<file path="src/bsls_pkg.sv">
// Shared types, constants and register codes for the bouncing segment LED scanner.
// No dependencies; every other file in the project imports this package.
package bsls_pkg;

	// Position format: unsigned fixed point, POS_FRAC_BITS fraction bits, 1.0 = POS_ONE.
	localparam int POS_FRAC_BITS = 16;
	localparam int POS_W         = POS_FRAC_BITS + 1;
	localparam int DELTA_W       = POS_W + 1;
	localparam int COLOUR_W      = 8;
	localparam int SPEED_W       = 4;
	localparam int ACC_W         = SPEED_W + 1;

	localparam logic [POS_W-1:0] POS_ONE  = POS_W'(1) << POS_FRAC_BITS;
	// Segment half-width, round(1/6), and head step per two speed units, round(0.015).
	localparam int               SEG_LEN_INT  = ((1 << POS_FRAC_BITS) + 3) / 6;
	localparam int               STEP_INT     = ((1 << POS_FRAC_BITS) * 15 + 500) / 1000;
	localparam logic [POS_W-1:0] SEG_LEN      = POS_W'(SEG_LEN_INT);
	localparam logic [DELTA_W-1:0] STEP_SIZE  = DELTA_W'(STEP_INT);

	// Queue between the front and back parts.
	localparam int QUEUE_DEPTH = 2;
	localparam int QPTR_W      = $clog2(QUEUE_DEPTH);
	localparam int QCNT_W      = $clog2(QUEUE_DEPTH + 1);

	// Item mode codes.
	localparam logic MODE_PIXEL = 1'b0;
	localparam logic MODE_TICK  = 1'b1;

	// Configuration register indexes.
	localparam int             CFG_IDX_W   = 2;
	localparam int             CFG_DATA_W  = 8;
	localparam logic [CFG_IDX_W-1:0] CFG_BASE_RED   = 2'd0;
	localparam logic [CFG_IDX_W-1:0] CFG_BASE_GREEN = 2'd1;
	localparam logic [CFG_IDX_W-1:0] CFG_BASE_BLUE  = 2'd2;
	localparam logic [CFG_IDX_W-1:0] CFG_SPEED      = 2'd3;

	typedef struct packed {
		logic        mode;
		logic [16:0] pixel_x;
	} in_item_t;

	typedef struct packed {
		logic [COLOUR_W-1:0] red;
		logic [COLOUR_W-1:0] green;
		logic [COLOUR_W-1:0] blue;
	} out_item_t;

	// A classified item as it travels through the queue.
	typedef struct packed {
		logic             is_tick;
		logic [POS_W-1:0] x;
	} qentry_t;

endpackage

</file>
<file path="src/bsls_front.sv">
// Front part: accepts input beats and classifies them into queue entries.
// Depends on bsls_pkg.
module bsls_front (
	input  logic              clk,
	input  logic              arst_n,
	input  logic              in_valid,
	output logic              in_stall,
	input  bsls_pkg::in_item_t in_data,
	output logic              ent_valid,
	output bsls_pkg::qentry_t ent_data,
	input  logic              ent_stall
);
	import bsls_pkg::*;

	logic    valid_q;
	qentry_t ent_q;
	logic    load;

	// The holding register frees up whenever the queue takes its entry.
	assign in_stall = valid_q & ent_stall;
	assign load     = in_valid & ~in_stall;

	always_ff @(posedge clk or negedge arst_n) begin
		if (!arst_n) begin
			valid_q <= 1'b0;
		end else if (!in_stall) begin
			valid_q <= in_valid;
		end
	end

	always_ff @(posedge clk) begin
		if (load) begin
			ent_q.is_tick <= (in_data.mode == MODE_TICK);
			ent_q.x       <= in_data.pixel_x[POS_W-1:0];
		end
	end

	assign ent_valid = valid_q;
	assign ent_data  = ent_q;

endmodule

</file>
<file path="src/bsls_queue.sv">
// Short first-in first-out queue of classified items between front and back.
// Depends on bsls_pkg.
module bsls_queue (
	input  logic              clk,
	input  logic              arst_n,
	input  logic              push_valid,
	output logic              push_stall,
	input  bsls_pkg::qentry_t push_data,
	output logic              pop_valid,
	input  logic              pop,
	output bsls_pkg::qentry_t pop_data
);
	import bsls_pkg::*;

	qentry_t           mem_q [QUEUE_DEPTH];
	logic [QPTR_W-1:0] wr_q;
	logic [QPTR_W-1:0] rd_q;
	logic [QCNT_W-1:0] cnt_q;
	logic              do_push;
	logic              do_pop;

	assign push_stall = (cnt_q == QCNT_W'(QUEUE_DEPTH));
	assign pop_valid  = (cnt_q != '0);
	assign do_push    = push_valid & ~push_stall;
	assign do_pop     = pop & pop_valid;
	assign pop_data   = mem_q[rd_q];

	always_ff @(posedge clk) begin
		if (do_push) begin
			mem_q[wr_q] <= push_data;
		end
	end

	always_ff @(posedge clk or negedge arst_n) begin
		if (!arst_n) begin
			wr_q  <= '0;
			rd_q  <= '0;
			cnt_q <= '0;
		end else begin
			if (do_push) begin
				wr_q <= (wr_q == QPTR_W'(QUEUE_DEPTH - 1)) ? '0 : wr_q + 1'b1;
			end
			if (do_pop) begin
				rd_q <= (rd_q == QPTR_W'(QUEUE_DEPTH - 1)) ? '0 : rd_q + 1'b1;
			end
			case ({do_push, do_pop})
				2'b10:   cnt_q <= cnt_q + 1'b1;
				2'b01:   cnt_q <= cnt_q - 1'b1;
				default: cnt_q <= cnt_q;
			endcase
		end
	end

	a_cnt_bound: assert property (@(posedge clk) disable iff (!arst_n)
		cnt_q <= QCNT_W'(QUEUE_DEPTH))
		else $error("queue fill count beyond depth");

	a_no_overfill: assert property (@(posedge clk) disable iff (!arst_n)
		(push_stall && !do_pop) |=> push_stall)
		else $error("full queue drained without a pop");

	a_rd_advances: assert property (@(posedge clk) disable iff (!arst_n)
		(do_pop && QUEUE_DEPTH > 1) |=> (rd_q != $past(rd_q)))
		else $error("read pointer did not advance on pop");

endmodule

</file>
<file path="src/bsls_back.sv">
// Back part: moves the head on ticks and shades pixels, holding the configuration.
// Depends on bsls_pkg.
module bsls_back (
	input  logic                          clk,
	input  logic                          arst_n,
	input  logic                          cfg_we,
	input  logic [bsls_pkg::CFG_IDX_W-1:0]  cfg_idx,
	input  logic [bsls_pkg::CFG_DATA_W-1:0] cfg_data,
	input  logic                          ent_valid,
	output logic                          ent_pop,
	input  bsls_pkg::qentry_t             ent_data,
	output logic                          out_valid,
	input  logic                          out_stall,
	output bsls_pkg::out_item_t           out_data
);
	import bsls_pkg::*;

	localparam logic [1:0] ST_IDLE   = 2'd0;
	localparam logic [1:0] ST_FACTOR = 2'd1;
	localparam logic [1:0] ST_COLOUR = 2'd2;

	logic [1:0]          state_q;
	logic [COLOUR_W-1:0] red_q, green_q, blue_q;
	logic [SPEED_W-1:0]  speed_q;

	logic [POS_W-1:0]    head_q;
	logic                back_q;
	logic                rem_q;

	logic [POS_W-1:0]    lin_q;
	logic                hit_q;
	logic [POS_W-1:0]    factor_q;

	logic                out_valid_q;
	out_item_t           out_q;

	logic [POS_W:0]      diff;
	logic [POS_W-1:0]    rel;
	logic [POS_W+2:0]    rel_x6;
	logic [POS_W+2:0]    lin_wide;
	logic [2*POS_W-1:0]  lin_sq;
	logic [COLOUR_W+POS_W-1:0] prod_r, prod_g, prod_b;
	logic [ACC_W-1:0]    acc;
	logic [SPEED_W-1:0]  steps;
	logic [DELTA_W-1:0]  delta;
	logic [DELTA_W:0]    sum;
	logic                take_out;
	logic                load_out;

	// Configuration registers.
	always_ff @(posedge clk or negedge arst_n) begin
		if (!arst_n) begin
			red_q   <= COLOUR_W'(255);
			green_q <= '0;
			blue_q  <= '0;
			speed_q <= SPEED_W'(1);
		end else if (cfg_we) begin
			case (cfg_idx)
				CFG_BASE_RED:   red_q   <= cfg_data;
				CFG_BASE_GREEN: green_q <= cfg_data;
				CFG_BASE_BLUE:  blue_q  <= cfg_data;
				CFG_SPEED:      speed_q <= cfg_data[SPEED_W-1:0];
				default:        ;
			endcase
		end
	end

	// Distance of the pixel from the head and the linear falloff 1 - 6*rel.
	assign diff     = {1'b0, ent_data.x} - {1'b0, head_q};
	assign rel      = diff[POS_W] ? POS_W'(-diff) : diff[POS_W-1:0];
	assign rel_x6   = {rel, 2'b00} + {1'b0, rel, 1'b0};
	assign lin_wide = (POS_W+3)'(POS_ONE) - rel_x6;

	// Motion: remainder plus speed, whole steps move the head.
	assign acc   = ACC_W'(speed_q) + ACC_W'(rem_q);
	assign steps = acc[ACC_W-1:1];
	assign delta = DELTA_W'(steps) * STEP_SIZE;
	assign sum   = (DELTA_W+1)'(head_q) + (DELTA_W+1)'(delta);

	assign lin_sq = lin_q * lin_q;
	assign prod_r = red_q * factor_q;
	assign prod_g = green_q * factor_q;
	assign prod_b = blue_q * factor_q;

	assign ent_pop  = (state_q == ST_IDLE) & ent_valid;
	assign take_out = out_valid_q & ~out_stall;
	assign load_out = (state_q == ST_COLOUR) & (~out_valid_q | ~out_stall);

	always_ff @(posedge clk or negedge arst_n) begin
		if (!arst_n) begin
			state_q <= ST_IDLE;
			head_q  <= '0;
			back_q  <= 1'b0;
			rem_q   <= 1'b0;
		end else begin
			case (state_q)
				ST_IDLE: begin
					if (ent_valid) begin
						if (ent_data.is_tick) begin
							rem_q <= acc[0];
							if (steps != '0) begin
								if (!back_q) begin
									if (sum >= (DELTA_W+1)'(POS_ONE)) begin
										head_q <= POS_ONE;
										back_q <= 1'b1;
									end else begin
										head_q <= sum[POS_W-1:0];
									end
								end else begin
									if (delta >= DELTA_W'(head_q)) begin
										head_q <= '0;
										back_q <= 1'b0;
									end else begin
										head_q <= head_q - delta[POS_W-1:0];
									end
								end
							end
						end else begin
							state_q <= ST_FACTOR;
						end
					end
				end
				ST_FACTOR: begin
					state_q <= ST_COLOUR;
				end
				ST_COLOUR: begin
					if (load_out) begin
						state_q <= ST_IDLE;
					end
				end
				default: begin
					state_q <= ST_IDLE;
				end
			endcase
		end
	end

	always_ff @(posedge clk) begin
		if (ent_pop && !ent_data.is_tick) begin
			lin_q <= lin_wide[POS_W-1:0];
			hit_q <= (rel < SEG_LEN);
		end
		if (state_q == ST_FACTOR) begin
			factor_q <= lin_sq[POS_FRAC_BITS +: POS_W];
		end
		if (load_out) begin
			if (hit_q) begin
				out_q.red   <= prod_r[POS_FRAC_BITS +: COLOUR_W];
				out_q.green <= prod_g[POS_FRAC_BITS +: COLOUR_W];
				out_q.blue  <= prod_b[POS_FRAC_BITS +: COLOUR_W];
			end else begin
				out_q <= '0;
			end
		end
	end

	always_ff @(posedge clk or negedge arst_n) begin
		if (!arst_n) begin
			out_valid_q <= 1'b0;
		end else if (load_out) begin
			out_valid_q <= 1'b1;
		end else if (take_out) begin
			out_valid_q <= 1'b0;
		end
	end

	assign out_valid = out_valid_q;
	assign out_data  = out_q;

	a_head_range: assert property (@(posedge clk) disable iff (!arst_n)
		head_q <= POS_ONE)
		else $error("head beyond the right end");

	a_turn_right: assert property (@(posedge clk) disable iff (!arst_n)
		$rose(back_q) |-> (head_q == POS_ONE))
		else $error("head turned back away from the right end");

	a_turn_left: assert property (@(posedge clk) disable iff (!arst_n)
		$fell(back_q) |-> (head_q == '0))
		else $error("head turned forward away from the left end");

	a_factor_next: assert property (@(posedge clk) disable iff (!arst_n)
		(state_q == ST_FACTOR) |=> (state_q == ST_COLOUR))
		else $error("factor step not followed by colour step");

endmodule

</file>
<file path="src/bouncing_segment_led_scanner_top.sv">
// Top level of the bouncing segment LED scanner: front, queue and back parts.
// Depends on bsls_pkg, bsls_front, bsls_queue and bsls_back.
//
//  channel | direction | handshake              | payload
//  --------+-----------+------------------------+-------------------------------
//  in      | into      | in_valid / in_stall    | in_data  (mode, pixel_x)
//  out     | out of    | out_valid / out_stall  | out_data (red, green, blue)
//  cfg     | into      | cfg_we, no wait        | cfg_idx, cfg_data
//
// A beat on the input is registered by the front part and classified as a tick or a pixel
// before it enters a two-entry queue. The back part takes one entry at a time: a tick is
// retired in the cycle it leaves the queue, a pixel passes through the steps of distance
// and linear falloff, squaring and colour scaling into the output register before the
// next entry is taken. Ticks flow at one per cycle while the back part is idle.
// The output register holds a finished beat while out_stall is high; the back part then
// waits in its colour step, the queue fills and in_stall rises only once the front
// register is also occupied, so the input side keeps running for a few beats.
// Reset (arst_n low) empties every stage, puts the head at the left end moving forward
// and restores the configuration reset values; no clearing pass is needed.
module bouncing_segment_led_scanner_top (
	input  logic                            clk,
	input  logic                            arst_n,
	input  logic                            cfg_we,
	input  logic [bsls_pkg::CFG_IDX_W-1:0]  cfg_idx,
	input  logic [bsls_pkg::CFG_DATA_W-1:0] cfg_data,
	input  logic                            in_valid,
	output logic                            in_stall,
	input  bsls_pkg::in_item_t              in_data,
	output logic                            out_valid,
	input  logic                            out_stall,
	output bsls_pkg::out_item_t             out_data
);
	import bsls_pkg::*;

	// Front register to queue.
	logic    fq_valid;
	logic    fq_stall;
	qentry_t fq_data;

	// Queue to back part.
	logic    qb_valid;
	logic    qb_pop;
	qentry_t qb_data;

	bsls_front u_front (
		.clk       (clk),
		.arst_n    (arst_n),
		.in_valid  (in_valid),
		.in_stall  (in_stall),
		.in_data   (in_data),
		.ent_valid (fq_valid),
		.ent_data  (fq_data),
		.ent_stall (fq_stall)
	);

	bsls_queue u_queue (
		.clk        (clk),
		.arst_n     (arst_n),
		.push_valid (fq_valid),
		.push_stall (fq_stall),
		.push_data  (fq_data),
		.pop_valid  (qb_valid),
		.pop        (qb_pop),
		.pop_data   (qb_data)
	);

	// The back part owns the head state and the configuration registers, so that
	// a tick and the pixels after it are seen in the order they arrived.
	bsls_back u_back (
		.clk       (clk),
		.arst_n    (arst_n),
		.cfg_we    (cfg_we),
		.cfg_idx   (cfg_idx),
		.cfg_data  (cfg_data),
		.ent_valid (qb_valid),
		.ent_pop   (qb_pop),
		.ent_data  (qb_data),
		.out_valid (out_valid),
		.out_stall (out_stall),
		.out_data  (out_data)
	);

endmodule
</file>
<file path="config.mk">
export PLATFORM = sky130hd
export DESIGN_NAME = bouncing_segment_led_scanner_top
export DESIGN_NICKNAME = d
export VERILOG_FILES = /design/src/bsls_pkg.sv /design/src/bsls_front.sv /design/src/bsls_queue.sv /design/src/bsls_back.sv /design/src/bouncing_segment_led_scanner_top.sv
export SDC_FILE = /design/constraint.sdc
export NUM_CORES = 2
export LEC_CHECK = 0
export BUFFER_PORTS_ARGS = -buffer_cell sky130_fd_sc_hd__clkbuf_2
export CAP_MARGIN = 20
export CORE_UTILIZATION = 30
export DETAILED_ROUTE_END_ITERATION = 7
export PLACE_DENSITY = 0.41
export SLEW_MARGIN = 25
export SYNTH_ARGS = -nofsm -noshare
export SYNTH_HDL_FRONTEND = slang
export SYNTH_SLANG_ARGS = --single-unit
</file>
<file path="constraint.sdc">
create_clock -name clk -period 7.95 [get_ports clk]
set_clock_uncertainty 0.05 [all_clocks]
set_input_delay 1.59 -clock clk [delete_from_list [all_inputs] [get_ports clk]]
set_output_delay 1.59 -clock clk [all_outputs]
set_load 0.01 [all_outputs]
</file>
==> load_flow_metrics.sql <==
INSERT INTO impl_metrics (metric_group, metric, value, unit) VALUES
('run_status', 'run_status', 'finished, violations left', ''),
('run_status', 'failed_checks', 'design-rule violations', ''),
('sta', 'finalMaxSlewViolations', '0', ''),
('floorplanning', 'placeableCoreArea', '93300', 'um^2'),
('worst_hold_path', 'holdCritPathClass', 'reg2reg', ''),
('logic_synthesis', 'synthesis.yosys.warnings', '0', ''),
('sta', 'timing_hold_violations_final', '0', ''),
('logic_synthesis', 'synth_most_common_cell', 'inv_1', ''),
('critical_path', 'critPathTopFamily', 'compound AO/OA/AOI/OAI gates', ''),
('sta', 'finalSetupViolations', '0', ''),
('detailed_routing', 'wirelength', '70300', 'um'),
('global_route', 'grt_max_degree', '56', ''),
('logic_synthesis', 'yosysSeqAreaShare', '0.168', ''),
('clocking', 'clkLatencyLatePin', '0.51', 'ns'),
('logic_synthesis', 'synthTopCellsByArea', 'fa_1 31%, ha_1 15%, edfxtp_1 12%, inv_1 7.7%, and2_1 5.1%', ''),
('floorplanning', 'die_width', '309', 'um'),
('final_layout', 'drive_above_1_share', '0.0688', ''),
('logic_synthesis', 'synth_edf_count', '112', ''),
('logic_synthesis', 'synthCells', '2958', ''),
('detailed_routing', 'drtAntennaViolNets', '0', ''),
('global_route', 'grt_pass1_wl', '117000', 'um'),
('critical_path', 'worst-endpoint-arrival', '7.69', 'ns'),
('logic_synthesis', 'synthTopCellsByCount', '579 x inv_1, 437 x fa_1, 343 x nand2_1', ''),
('critical_path', 'critical_path.reg2reg.endpoint', 'u_back.head_q[12]$_DFFE_PN0P_', ''),
('critical_path', 'r2r.worst_path.cells', '29', ''),
('global_route', 'grt_pass1_vias', '21800', ''),
('detailed_routing', 'dr.pass1.iters', '7', ''),
('critical_path', 'setup.reg_to_reg.worst_slack', '0.60', 'ns'),
('place', 'gp_congestion', '0.804', ''),
('place', 'place_hpwl', '56500', 'um'),
('clocking', 'clkTransAtPathRegs', '0.09', 'ns'),
('final_layout', 'final_nets', '3761', ''),
('job', 'max-cap-violations', '0', ''),
('clocking', 'tritoncts_num_sinks', '167', ''),
('clocking', 'cts-htree-levels', '4', ''),
('floorplanning', 'row_count', '112', ''),
('logic_synthesis', 'xor_and_xnor_area_share_after_synthesis', '0.0367', ''),
('clocking', 'tritoncts_buffer_count', '17', ''),
('logic_synthesis', 'async_flop_share', '0.329', ''),
('sta', 'worst_slew_margin_rel', '0.349', ''),
('logic_synthesis', 'yosys.area_share.simple', '0.145', ''),
('sta', 'period_minus_slack', '7.35', 'ns'),
('detailed_routing', 'drc_errors', '2', ''),
('logic_synthesis', 'post_synth_fa_ha_maj_area_fraction', '0.459', ''),
('clocking', 'clockRootBuffer', 'clkbuf_16', ''),
('critical_path', 'timing.critical_path.from_type', 'flip-flop', ''),
('clocking', 'clock_path_buffers', '2', ''),
('global_route', 'gr-total-overflow', '0', ''),
('logic_synthesis', 'synth_ff_type', 'edfxtp_1', ''),
('critical_path', 'total_stage_count_of_the_critical_path', '29', ''),
('logic_synthesis', 'synth_cell_types', '75', ''),
('final_layout', 'area_growth_syn_to_layout', '8.12', '%'),
('global_route', 'gr-usage-all-layers', '0.157', ''),
('detailed_routing', 'avgRoutedWirePerCell', '16.7', 'um'),
('logic_synthesis', 'synth.top_cell.area_share', '0.310', ''),
('sta', 'fin_tns_setup', '0', 'ns'),
('sta', 'final_min_period_over_clock_period', '0.925', ''),
('logic_synthesis', 'synth_nets', '3765', ''),
('critical_path', 'endpoint', 'u_back.head_q[12]$_DFFE_PN0P_', ''),
('clocking', 'postCtsSetupRepairBufs', '0', ''),
('global_route', 'antenna_found_initial', '2', ''),
('floorplanning', 'ioPinCount', '59', ''),
('logic_synthesis', 'synth_top_area_cell', 'fa_1', ''),
('place', 'buffer_ports.inserted', '58', ''),
('critical_path', 'worstSetupPathType', 'reg2reg', ''),
('critical_path', 'critical_path_peak_fanout', '12', ''),
('logic_synthesis', 'syn_avg_cell_area', '9.54', 'um^2'),
('critical_path', 'setup.worst_path.end_class', 'flip-flop', ''),
('critical_path', 'path_buf_inv', '2', ''),
('final_layout', 'fillers', '9706', ''),
('logic_synthesis', 'synth-seq-cells', '167', '');
## flip-flops by register name (all words and copies together) (netlist names), 4 cells and up
name	count
u_back.lin_q	16
u_back.speed_q	4
u_queue.mem_q	36
u_back.blue_q	8
u_back.out_data	24
u_front.ent_data	18
u_back.head_q	17
u_back.factor_q	17
u_back.red_q	8
u_back.green_q	8
## kinds of logic (layout without fill, tap and decap cells)
kind of cell,count (synthesis),after routing
AOI/OAI and AO/OA,327,327
xor gates and xnor gates,116,116
adders and majority gates,774,774
buffers and inverters,688,697
DFF,167,167
muxes,51,51
other,0,1
and+or+nand+nor,835,835
## metal layers
| layer | vias up | track usage | part of all wire |
|---|---|---|---|
| li1 | 9344 | - | - |
| met3 | 47 | 0.0177 | 0.028 |
| met5 | - | 0 | 0.00013 |
| met4 | 2 | 0.0363 | 0.012 |
| met2 | 251 | 0.267 | 0.48 |
| met1 | 10000 | 0.213 | 0.48 |
## layout by cell type, fill, tap and decap left out, drive strengths merged, types with 7 or more instances in the layout
| cell | netlist | layout |
|---|---|---|
| inv | 579 | 588 |
| fa | 437 | 437 |
| nand2 | 343 | 343 |
| ha | 337 | 337 |
| and2 | 232 | 232 |
| nor2 | 113 | 113 |
| edfxtp | 112 | 112 |
| a21oi | 84 | 84 |
| xnor2 | 80 | 80 |
| clkbuf | 107 | 75 |
| o21ai | 51 | 51 |
| mux2 | 46 | 46 |
| dfrtp | 46 | 46 |
| a21o | 39 | 39 |
| xor2 | 35 | 35 |
| buf | 2 | 28 |
| nor2b | 22 | 22 |
| o21a | 19 | 19 |
| nand3 | 19 | 19 |
| nor3 | 17 | 17 |
| o21bai | 16 | 16 |
| and3 | 15 | 15 |
| nand2b | 15 | 15 |
| a221oi | 14 | 14 |
| a211oi | 13 | 13 |
| or3 | 12 | 12 |
| or2 | 11 | 11 |
| a31oi | 10 | 10 |
| o22ai | 10 | 10 |
| o31ai | 9 | 9 |
| dfstp | 9 | 9 |
| nand4 | 7 | 7 |
## how the worst min path moves through the flow
| stage | from | end | slack, ns | cells after the start |
|---|---|---|---|---|
| global placement | u_front.ent_data[11]$_DFFE_PP_ | u_queue.mem_q[1][11]$_DFFE_PP_ | 0.38 | 0 |
| global route | u_front.ent_data[13]$_DFFE_PP_ | u_queue.mem_q[0][13]$_DFFE_PP_ | 0.41 | 0 |
| finish | u_front.ent_data[4]$_DFFE_PP_ | u_queue.mem_q[1][4]$_DFFE_PP_ | 0.40 | 0 |
| floorplan | u_front.ent_data[0]$_DFFE_PP_ | u_queue.mem_q[0][0]$_DFFE_PP_ | 0.37 | 0 |
| CTS | u_front.ent_data[4]$_DFFE_PP_ | u_queue.mem_q[0][4]$_DFFE_PP_ | 0.40 | 0 |
| detailed placement | u_front.ent_data[4]$_DFFE_PP_ | u_queue.mem_q[0][4]$_DFFE_PP_ | 0.38 | 0 |
## area by class of cell
cell class | instances | area [um^2] | share of cell area
multi-input combinational | 2103 | 20900 | 0.686
sequential | 167 | 4750 | 0.156
inverter | 579 | 2170 | 0.0712
tap | 1254 | 1570 | 0.0514
timing repair buffer | 86 | 500 | 0.0164
clock buffer | 17 | 425 | 0.0139
clock inverter | 15 | 170 | 0.00558
antenna | 1 | 2.50 | 0.0000820
## repair_timing
item | CTS | global route
resized for setup | 0 | 1
endpoints found under the setup margin | 0 | 1
hold buffers | 0 | 0
## stage by stage
stage / instance area, um^2 / util / hold WS, ns / instances / setup slack, ns
floorplan: 28200 / - / 0.371 / 2958 / 1.56
global placement: 29900 / 0.320 / 0.380 / 4189 / 0.973
detailed placement: 29900 / 0.320 / 0.380 / 4189 / 0.698
CTS: 30500 / 0.327 / 0.398 / 4221 / 0.582
global route: 30500 / 0.327 / 0.408 / 4221 / 0.0305
finish: 30500 / 0.327 / 0.396 / 4222 / 0.595
## worst reg2reg max path: cells and delay by family (launching register included)
kind                     cells  cell delay [ns]
AND/OR/NAND/NOR              5             1.43
adder cells (fa/ha/maj)      6             1.93
flip-flops                   1             0.54
buffers and inverters        2             0.25
XOR/XNOR                     2             0.53
AO/OA/AOI/OAI               14             2.47
Power is left out: the tool's default activity adds up to more than one toggle a clock period on the data nets, which glitch-free logic cannot reach.
